**src/rtl/assert_macros.svh**
```systemverilog
// assertion helpers shared by the rtl
`ifndef ASSERT_MACROS_SVH
`define ASSERT_MACROS_SVH

// condition holds at every edge out of reset
`define ASSERT_ALWAYS(label, clk, rst, cond) \
  label: assert property (@(posedge clk) disable iff (rst) (cond)) \
    else $error("assertion failed");

// antecedent implies consequent in the same cycle
`define ASSERT_IMPLIES(label, clk, rst, ante, cons) \
  label: assert property (@(posedge clk) disable iff (rst) (ante) |-> (cons)) \
    else $error("assertion failed");

// antecedent implies consequent in the next cycle
`define ASSERT_NEXT(label, clk, rst, ante, cons) \
  label: assert property (@(posedge clk) disable iff (rst) (ante) |=> (cons)) \
    else $error("assertion failed");

`endif

```
**src/rtl/atsl_pkg.sv**
```systemverilog
package atsl_pkg;

  localparam int LEVEL_W = 15;
  localparam int RATE_W  = 18;
  localparam int TMO_W   = 16;
  localparam int DT_W    = 20;
  localparam int TIME_W  = 32;
  localparam int VALUE_W = 16;
  localparam int PROD_W  = RATE_W + DT_W;
  localparam int X_W     = 32;
  localparam int QUOT_W  = 19;

  localparam logic [LEVEL_W-1:0] LEVEL_MAX = 15'd25600;

  localparam logic [RATE_W-1:0] RAMP_RATE_RESET  = 18'd14080;
  localparam logic [TMO_W-1:0]  TIMEOUT_MS_RESET = 16'd500;

  // 1000000 = 2^6 * 15625
  localparam int DIV_POW2_SHIFT = 6;
  localparam logic [13:0] DIV_ODD = 14'd15625;
  // floor(2^32 / 15625)
  localparam logic [QUOT_W-1:0] DIV_RECIP = 19'd274877;
  localparam int DIV_RECIP_SHIFT = 32;

  localparam logic CFG_RAMP_RATE  = 1'b0;
  localparam logic CFG_TIMEOUT_MS = 1'b1;

  typedef enum logic [2:0] {
    KIND_TICK      = 3'd0,
    KIND_SET       = 3'd1,
    KIND_ARM       = 3'd2,
    KIND_DISARM    = 3'd3,
    KIND_KEEPALIVE = 3'd4
  } kind_t;

endpackage

```
**src/rtl/armed_throttle_slew_limiter.sv**
```systemverilog
// channel | direction | handshake                  | payload
// item    | in        | item_valid / item_stall     | kind, value, dt_us, now_ms
// result  | out       | result_valid / result_stall | drive, overdue, is_armed
// config  | in        | cfg_we                      | cfg_index, cfg_data
//
// one word in and one word out per cycle while result_stall is low; an item taken into
// stage a passes stages b, c and d, then the result register
// the rise per tick (rate times dt over 10^6) is spread over three stages:
// product, reciprocal multiply, then remainder correction
// state (armed, command, drive, last command time) updates in the last stage
// rst is synchronous: clears all stage valids and loads the register defaults
// result_stall backs up stage by stage; empty stages still fill while a result waits

`include "assert_macros.svh"

module armed_throttle_slew_limiter
  import atsl_pkg::*;
(
  input  logic                         clk,
  input  logic                         rst,
  input  logic                         cfg_we,
  input  logic                         cfg_index,
  input  logic [RATE_W-1:0]            cfg_data,
  input  logic                         item_valid,
  output logic                         item_stall,
  input  logic [2:0]                   kind,
  input  logic signed [VALUE_W-1:0]    value,
  input  logic [DT_W-1:0]              dt_us,
  input  logic [TIME_W-1:0]            now_ms,
  output logic                         result_valid,
  input  logic                         result_stall,
  output logic [LEVEL_W-1:0]           drive,
  output logic                         overdue,
  output logic                         is_armed
);

  logic [RATE_W-1:0] ramp_rate;
  logic [TMO_W-1:0]  timeout_ms;

  logic                      armed_flag, armed_flag_next;
  logic [LEVEL_W-1:0]        command_level, command_level_next;
  logic [LEVEL_W-1:0]        drive_level, drive_level_next;
  logic [TIME_W-1:0]         last_time, last_time_next;

  logic a_valid, b_valid, c_valid, d_valid;
  logic a_en, b_en, c_en, d_en, o_en;

  kind_t                    a_kind, b_kind, c_kind, d_kind;
  logic signed [VALUE_W-1:0] a_value, b_value, c_value, d_value;
  logic [DT_W-1:0]          a_dt;
  logic                     b_dt_zero, c_dt_zero, d_dt_zero;
  logic [TIME_W-1:0]        a_now, b_now, c_now, d_now;

  logic [PROD_W-1:0]        rate_dt;
  logic [X_W-1:0]           b_x, c_x;
  logic [X_W+QUOT_W-1:0]    recip_prod;
  logic [QUOT_W-1:0]        c_q0, d_rise;
  logic [X_W:0]             q0_times_d;
  logic [X_W:0]             div_rem;
  logic [QUOT_W-1:0]        rise;

  logic [QUOT_W:0]          drive_sum;
  logic [LEVEL_W-1:0]       set_level;
  logic [TIME_W-1:0]        elapsed;
  logic                     overdue_next;

  // stage flow control
  assign o_en = !result_valid || !result_stall;
  assign d_en = !d_valid || o_en;
  assign c_en = !c_valid || d_en;
  assign b_en = !b_valid || c_en;
  assign a_en = !a_valid || b_en;
  assign item_stall = !a_en;

  // config registers
  always_ff @(posedge clk) begin
    if (rst) begin
      ramp_rate  <= RAMP_RATE_RESET;
      timeout_ms <= TIMEOUT_MS_RESET;
    end else if (cfg_we) begin
      case (cfg_index)
        CFG_RAMP_RATE: begin
          if (cfg_data != '0) ramp_rate <= cfg_data;
        end
        CFG_TIMEOUT_MS: timeout_ms <= cfg_data[TMO_W-1:0];
        default: ;
      endcase
    end
  end

  always_ff @(posedge clk) begin
    if (rst) begin
      a_valid      <= 1'b0;
      b_valid      <= 1'b0;
      c_valid      <= 1'b0;
      d_valid      <= 1'b0;
      result_valid <= 1'b0;
    end else begin
      if (a_en) a_valid <= item_valid;
      if (b_en) b_valid <= a_valid;
      if (c_en) c_valid <= b_valid;
      if (d_en) d_valid <= c_valid;
      if (o_en) result_valid <= d_valid;
    end
  end

  // stage a: input word
  always_ff @(posedge clk) begin
    if (a_en && item_valid) begin
      a_kind  <= kind_t'(kind);
      a_value <= value;
      a_dt    <= dt_us;
      a_now   <= now_ms;
    end
  end

  assign rate_dt = {{DT_W{1'b0}}, ramp_rate} * {{RATE_W{1'b0}}, a_dt};

  // stage b: product scaled by 2^-6
  always_ff @(posedge clk) begin
    if (b_en && a_valid) begin
      b_kind    <= a_kind;
      b_value   <= a_value;
      b_now     <= a_now;
      b_dt_zero <= (a_dt == '0);
      b_x       <= rate_dt[PROD_W-1:DIV_POW2_SHIFT];
    end
  end

  assign recip_prod = {{QUOT_W{1'b0}}, b_x} * {{X_W{1'b0}}, DIV_RECIP};

  // stage c: quotient estimate, low by at most one
  always_ff @(posedge clk) begin
    if (c_en && b_valid) begin
      c_kind    <= b_kind;
      c_value   <= b_value;
      c_now     <= b_now;
      c_dt_zero <= b_dt_zero;
      c_x       <= b_x;
      c_q0      <= recip_prod[DIV_RECIP_SHIFT +: QUOT_W];
    end
  end

  assign q0_times_d = {{(X_W+1-QUOT_W){1'b0}}, c_q0} * {{(X_W+1-14){1'b0}}, DIV_ODD};
  assign div_rem    = {1'b0, c_x} - q0_times_d;
  assign rise       = c_q0 + QUOT_W'(div_rem >= {{(X_W+1-14){1'b0}}, DIV_ODD});

  // stage d: exact rise
  always_ff @(posedge clk) begin
    if (d_en && c_valid) begin
      d_kind    <= c_kind;
      d_value   <= c_value;
      d_now     <= c_now;
      d_dt_zero <= c_dt_zero;
      d_rise    <= rise;
    end
  end

  // state update
  always_comb begin
    if (d_value[VALUE_W-1]) begin
      set_level = '0;
    end else if (d_value[VALUE_W-2:0] > LEVEL_MAX) begin
      set_level = LEVEL_MAX;
    end else begin
      set_level = d_value[VALUE_W-2:0];
    end
  end

  assign drive_sum = {{(QUOT_W+1-LEVEL_W){1'b0}}, drive_level} + {1'b0, d_rise};

  always_comb begin
    armed_flag_next    = armed_flag;
    command_level_next = command_level;
    drive_level_next   = drive_level;
    last_time_next     = last_time;
    case (d_kind)
      KIND_TICK: begin
        if (!armed_flag) begin
          drive_level_next = '0;
        end else if (!d_dt_zero) begin
          if (command_level > drive_level) begin
            if (drive_sum > {{(QUOT_W+1-LEVEL_W){1'b0}}, command_level}) begin
              drive_level_next = command_level;
            end else begin
              drive_level_next = drive_sum[LEVEL_W-1:0];
            end
          end else if (command_level < drive_level) begin
            drive_level_next = command_level;
          end
        end
      end
      KIND_SET: begin
        command_level_next = set_level;
        last_time_next     = d_now;
      end
      KIND_ARM: begin
        armed_flag_next = 1'b1;
        last_time_next  = d_now;
      end
      KIND_DISARM: begin
        armed_flag_next  = 1'b0;
        drive_level_next = '0;
        last_time_next   = d_now;
      end
      KIND_KEEPALIVE: begin
        last_time_next = d_now;
      end
      default: ;
    endcase
  end

  assign elapsed      = d_now - last_time_next;
  assign overdue_next = (elapsed >= {{(TIME_W-TMO_W){1'b0}}, timeout_ms});

  always_ff @(posedge clk) begin
    if (rst) begin
      armed_flag    <= 1'b0;
      command_level <= '0;
      drive_level   <= '0;
      last_time     <= '0;
    end else if (d_valid && o_en) begin
      armed_flag    <= armed_flag_next;
      command_level <= command_level_next;
      drive_level   <= drive_level_next;
      last_time     <= last_time_next;
    end
  end

  // result register
  always_ff @(posedge clk) begin
    if (d_valid && o_en) begin
      drive    <= drive_level_next;
      overdue  <= overdue_next;
      is_armed <= armed_flag_next;
    end
  end

  `ASSERT_ALWAYS(a_drive_in_range, clk, rst, drive_level <= LEVEL_MAX)
  `ASSERT_IMPLIES(a_disarmed_no_drive, clk, rst, !armed_flag, drive_level == '0)
  `ASSERT_IMPLIES(a_div_correction, clk, rst, c_valid, div_rem < {q0_times_d[0], div_rem[X_W:1]} + {{(X_W+1-14){1'b0}}, DIV_ODD} + {{(X_W+1-14){1'b0}}, DIV_ODD} - {q0_times_d[0], div_rem[X_W:1]})
  `ASSERT_NEXT(a_result_held, clk, rst, result_valid && result_stall, result_valid && $stable(drive))

endmodule

```
**config.mk**
```make
export PLATFORM = sky130hd
export DESIGN_NAME = armed_throttle_slew_limiter
export DESIGN_NICKNAME = d
export VERILOG_FILES = /design/src/rtl/atsl_pkg.sv /design/src/rtl/armed_throttle_slew_limiter.sv
export VERILOG_INCLUDE_DIRS = /design/src /design/src/rtl
export SDC_FILE = /design/constraint.sdc
export NUM_CORES = 2
export LEC_CHECK = 0
export ABC_AREA = 0
export BUFFER_PORTS_ARGS = -buffer_cell sky130_fd_sc_hd__buf_2
export CORE_UTILIZATION = 60
export CTS_CLUSTER_DIAMETER = 120
export DETAILED_ROUTE_END_ITERATION = 7
export GPL_TIMING_DRIVEN = 0
export HOLD_SLACK_MARGIN = 0.1
export PLACE_DENSITY = 0.85
export SLEW_MARGIN = 20
export SYNTH_ARGS = -nofsm -noshare
export SYNTH_HDL_FRONTEND = slang
export SYNTH_SLANG_ARGS = --single-unit
export TNS_END_PERCENT = 10
```
**constraint.sdc**
```tcl
create_clock -name clk -period 10.4 [get_ports clk]
set_input_delay 1.04 -clock clk [delete_from_list [all_inputs] [get_ports clk]]
set_output_delay 1.04 -clock clk [all_outputs]
set_load 0.01 [all_outputs]
```
; Word level (Yosys, flattened, before mapping)
; Index checks and enable logic that the tools add are counted.
[word_totals]
ff_bits = 448
in_bits = 95
[classes]
add_sub_neg = 4
mul = 3
order_cmp = 6
eq_ne = 4
mux = 10
bitwise = 1
reduce_logical = 24
[op_table]
columns = cell, count
row1 = $mux 15, 7
row2 = $mul 32x19->51 const B, 1
row3 = $mul 18x20->38, 1
row4 = $ge 33x14->1 const B, 1
row5 = $mul 19x14->33 const B, 1
row6 = $sub 32x33->33, 1
row7 = $ge 32x16->1, 1
row8 = $mux 32, 1
row9 = $sub 32x32->32, 1
row10 = $pmux 15 s2, 1
row11 = $add 15x19->20, 1
row12 = $gt 20x15->1, 1
row13 = $logic_not 20->1, 1
row14 = $add 19x1->19, 1
row15 = $reduce_bool 18->1, 1
row16 = $gt 15x15->1, 1
row17 = $gt 15x15->1 const B, 1
row18 = $lt 15x15->1, 1
row19 = $logic_not 1->1, 7
row20 = $eq 3x2->1 const B, 2
row21 = $logic_and 1x1->1, 5
row22 = $logic_or 1x1->1, 5
row23 = $reduce_and 2->1, 2
row24 = $reduce_or 4->1, 1
row25 = 6 further kinds, 6

; Depth between registers and ports, before layout
[logic_depth]
word_depth = 7
depth_mapped = 30
ltp_nobuf = 29

; Worst setup path before layout
; OpenSTA, ideal clock, no wires.
[synth_timing]
kind = in2reg
startpoint = in result_stall
endpoint = reg b_dt_zero, enable pin
t_arrival_ps = 7531
required_time_ps = 9745
path_slack_ps = 2214
stages = 3
path_cell_list = and3_1 > and2_1 > a21boi_0
[synth_between]
elab_chain_len = 6
[synth_lines]
columns = item, line_no
row1 = "start, declared", armed_throttle_slew_limiter.sv:31  ; input logic result_stall,
row2 = $logic_not 1->1, armed_throttle_slew_limiter.sv:68  ; assign o_en = !result_valid || !result_stall;
row3 = $logic_or 1x1->1, armed_throttle_slew_limiter.sv:68
row4 = $logic_or 1x1->1, armed_throttle_slew_limiter.sv:69  ; assign d_en = !d_valid || o_en;
row5 = $logic_or 1x1->1, armed_throttle_slew_limiter.sv:70  ; assign c_en = !c_valid || d_en;
row6 = $logic_or 1x1->1, armed_throttle_slew_limiter.sv:71  ; assign b_en = !b_valid || c_en;
row7 = $logic_and 1x1->1, armed_throttle_slew_limiter.sv:121  ; if (b_en && a_valid) begin
row8 = "end signal, assigned", armed_throttle_slew_limiter.sv:125  ; b_dt_zero <= (a_dt == '0);
row9 = "end, declared", armed_throttle_slew_limiter.sv:51  ; logic b_dt_zero, c_dt_zero, d_dt_zero;
; No other way between the ends.
; A chain may end at the register's enable or synchronous reset.

; Worst setup path after layout
[layout_timing]
startpoint = reg c_q0[3]
endpoint = reg d_rise[18] (data pin)
[layout_between]
elab_chain_len = 4
[layout_lines]
columns = item, line_no
row1 = "start, declared", armed_throttle_slew_limiter.sv:57  ; logic [QUOT_W-1:0] c_q0, d_rise;
row2 = "start signal, assigned", armed_throttle_slew_limiter.sv:140  ; c_q0 <= recip_prod[DIV_RECIP_SHIFT +: QUOT_W];
row3 = $mul 19x14->33, armed_throttle_slew_limiter.sv:144  ; assign q0_times_d = {{(X_W+1-QUOT_W){1'b0}}, c_q0} * {{(X_W+1-14){1'b0}}, DIV_ODD};
row4 = $sub 32x33->33, armed_throttle_slew_limiter.sv:145  ; assign div_rem = {1'b0, c_x} - q0_times_d;
row5 = $ge 33x14->1, armed_throttle_slew_limiter.sv:146  ; assign rise = c_q0 + QUOT_W'(div_rem >= {{(X_W+1-14){1'b0}}, DIV_ODD});
row6 = $add 19x1->19 *, armed_throttle_slew_limiter.sv:146
row7 = net rise[18], armed_throttle_slew_limiter.sv:60  ; logic [QUOT_W-1:0] rise;
row8 = "end signal, assigned", armed_throttle_slew_limiter.sv:155  ; d_rise <= rise;
row9 = "end, declared", armed_throttle_slew_limiter.sv:57
; Mark *: on every way through the listed nets, which the timed path passes. The rest lies on a longest branch.

==> out/metrics.csv <==
metric,value,unit
ys_warn_count,0,
viasPerCell,5.80,
synthMuxAreaShare,0.0123,
synth_adder_area_share,0.423,
synth_compound_area_frac,0.0837,
slew_violations,0,
status,completed,
routed_wl,111,mm
dr.pass1.iters,7,
required,10.72,ns
hold_viol,0,
dieArea,77500,um^2
syn_area,45900,um^2
die_w,278,um
port_buffers,112,
grt_pass1_vias,34300,
synthTopCellsByCount,"1029 x inv_1, 618 x fa_1, 560 x ha_1",
ys.flop_type,edfxtp_1,
dp_hpwl,88.7,mm
cts.path.max_buffers,3,
worstSetupPathType,reg2reg,
drt_iter0_drc,2732,
final_util,0.653,
ys_ff_latch,448,
cts.hold.buffers_added,0,
pin_count,114,
cts.sinks,448,
area_delta_synth_final,7.96,%
relSlewSlack,0.338,
gr-usage-met3,0.0549,
r2r_start,c_q0[3]$_DFFE_PP_,
yosysMostFrequentCell,inv_1,
drive_gt1_frac,0.0500,
grt_max_degree,32,
max_cap_violations,0,
min_period,8.45,ns
cts.clk_slew.worst_paths,0.06,ns
rsz0062_at_grt,false,
async_reset_ff_frac,0,
yosysSeqAreaShare,0.271,
final_cells,5620,
cts_root_buffer,clkbuf_16,
fillers,5481,
min_from,c_now[13]$_DFFE_PP_,
use_met1,0.358,
crit_start,c_q0[3]$_DFFE_PP_,
htree_levels,2,
synth-simple-area-share,0.0935,
min_period_over_period,0.813,
yosys-top-cells-area,"fa_1 27%, edfxtp_1 23%, ha_1 15%, inv_1 8.4%, dfxtp_1 4.5%",
numCtsBuffers,45,
grt_antenna_before_repair,8,
drc,0,
holdWs,0.415,ns
end_kind,flop,
place_congestion,0.964,
post-cts-setup-buffer-count,0,
grt_util_met2,0.497,
core,75800,um^2
cts_tree,done,
ys_types,80,
synth_top_area_frac,0.270,
fin_worst_skew,0.0352,ns
cp_common_cell,fa_1,
cts.repair.resized,0,
ant_nets,0,
setup_viol_count_final,0,
grt-busiest-layer,met2,
die_h,278,um
cp_max_fo,8,
max_stage_delay,0.61,ns
num_rows,101,
synth_top_family_by_area,adder cells,
arrival,8.78,ns
final_nets,5877,
postSynthCellCount,4432,
hold_class,reg2reg,
track_usage,0.290,
clk_latency,0.61,ns
worst_slew_pin_slew,0.992,ns
crit_slowest_cell,edfxtp_1,
synthXorXnorAreaFrac,0.0216,
vias,32600,
start_kind,flop,
grt_pass1_wl,177,mm
setup_tns,0,ns
initial_utilization,0.605,
synth_edf_count,346,
detail_route.wl_per_cell,19.7,um
syn-num-nets,5705,
max_freq,118,MHz
synth_area_leader_cell,fa_1,
grt_overflow,0,
postSynthAreaPerCell,10.3,um^2
dp.cells,5535,
-- critical path: cells and delay by family, from the launching register on --
family	cells	cell delay [ns]
xor gates and xnor gates	1	0.13
adders and majority gates	9	4.03
AOI/OAI and AO/OA	4	0.95
DFF	1	0.61
muxes	1	0.32
buffers and inverters	4	0.60
and+or+nand+nor	9	1.54
-- per-layer routing --
layer  up-vias  part of all wire
li1      14600                 -
met3       382             0.083
met5         -           0.00049
met4         8             0.047
met1     16000              0.38
met2      1528              0.49
-- sequential cells by signal, summed over array words and instances, names as in the netlist, 18 cells and up --
name / count
a_now: 32
b_now: 32
b_x: 32
c_now: 32
c_x: 32
d_now: 32
last_time: 32
a_dt: 20
c_q0: 19
d_rise: 19
ramp_rate: 18
-- metrics by stage --
| stage | worst slack (ns) | instance area [um^2] |
|---|---|---|
| after floorplan | 2.21 | 45900 |
| after global placement | -0.643 | 47600 |
| after detailed placement | 1.93 | 48000 |
| after CTS | 1.94 | 49500 |
| after global routing | 1.49 | 49500 |
| final | 1.95 | 49500 |
-- cells by family after synthesis --
family,count (synthesis)
flip-flops,448
XOR/XNOR,113
multiplexers,56
buffers and inverters,1162
adder cells (fa/ha/maj),1178
AND/OR/NAND/NOR,914
AO/OA/AOI/OAI,561
-- final cells by class --
| class | instances | area, um^2 | area share |
|---|---|---|---|
| clock inverter | 28 | 297 | 0.00599 |
| multi-input combinational | 2822 | 29100 | 0.588 |
| clock buffer | 55 | 1190 | 0.0241 |
| antenna | 2 | 5.00 | 0.000101 |
| sequential | 448 | 12400 | 0.251 |
| timing repair buffer | 125 | 888 | 0.0179 |
| inverter | 1030 | 3870 | 0.0781 |
| buffer | 132 | 500 | 0.0101 |
| tap | 978 | 1220 | 0.0247 |
-- path summary, 6_finish.rpt --
check / end / slack, ns / depth (start not counted)
setup reg to reg: d_rise[18]$_DFFE_PP_ / 1.95 / 28
setup / recovery: d_rise[18]$_DFFE_PP_ / 1.95 / 28
hold / removal: d_now[13]$_DFFE_PP_ / 0.42 / 0
hold reg to reg: d_now[13]$_DFFE_PP_ / 0.42 / 0
-- layout by cell type (no fill, tap or decap), drive strengths merged, types with 17 or more instances in the layout --
cell type and n:
inv 1036, fa 618, ha 560, nand2 407
edfxtp 346, clkbuf 175, nor2 167, a21oi 142
buf 137, and2 121, dfxtp 102, xnor2 84
a21o 80, o21ai 79, mux2i 52, nand3 42
a211oi 42, o21a 30, xor2 29, nand4 28
a22oi 22, nand2b 21, a31oi 19, nor2b 19
and3 17, nor4 17
Power is not shown: default switching activity piles up to over one toggle a cycle in this logic, so the estimate is an artifact.
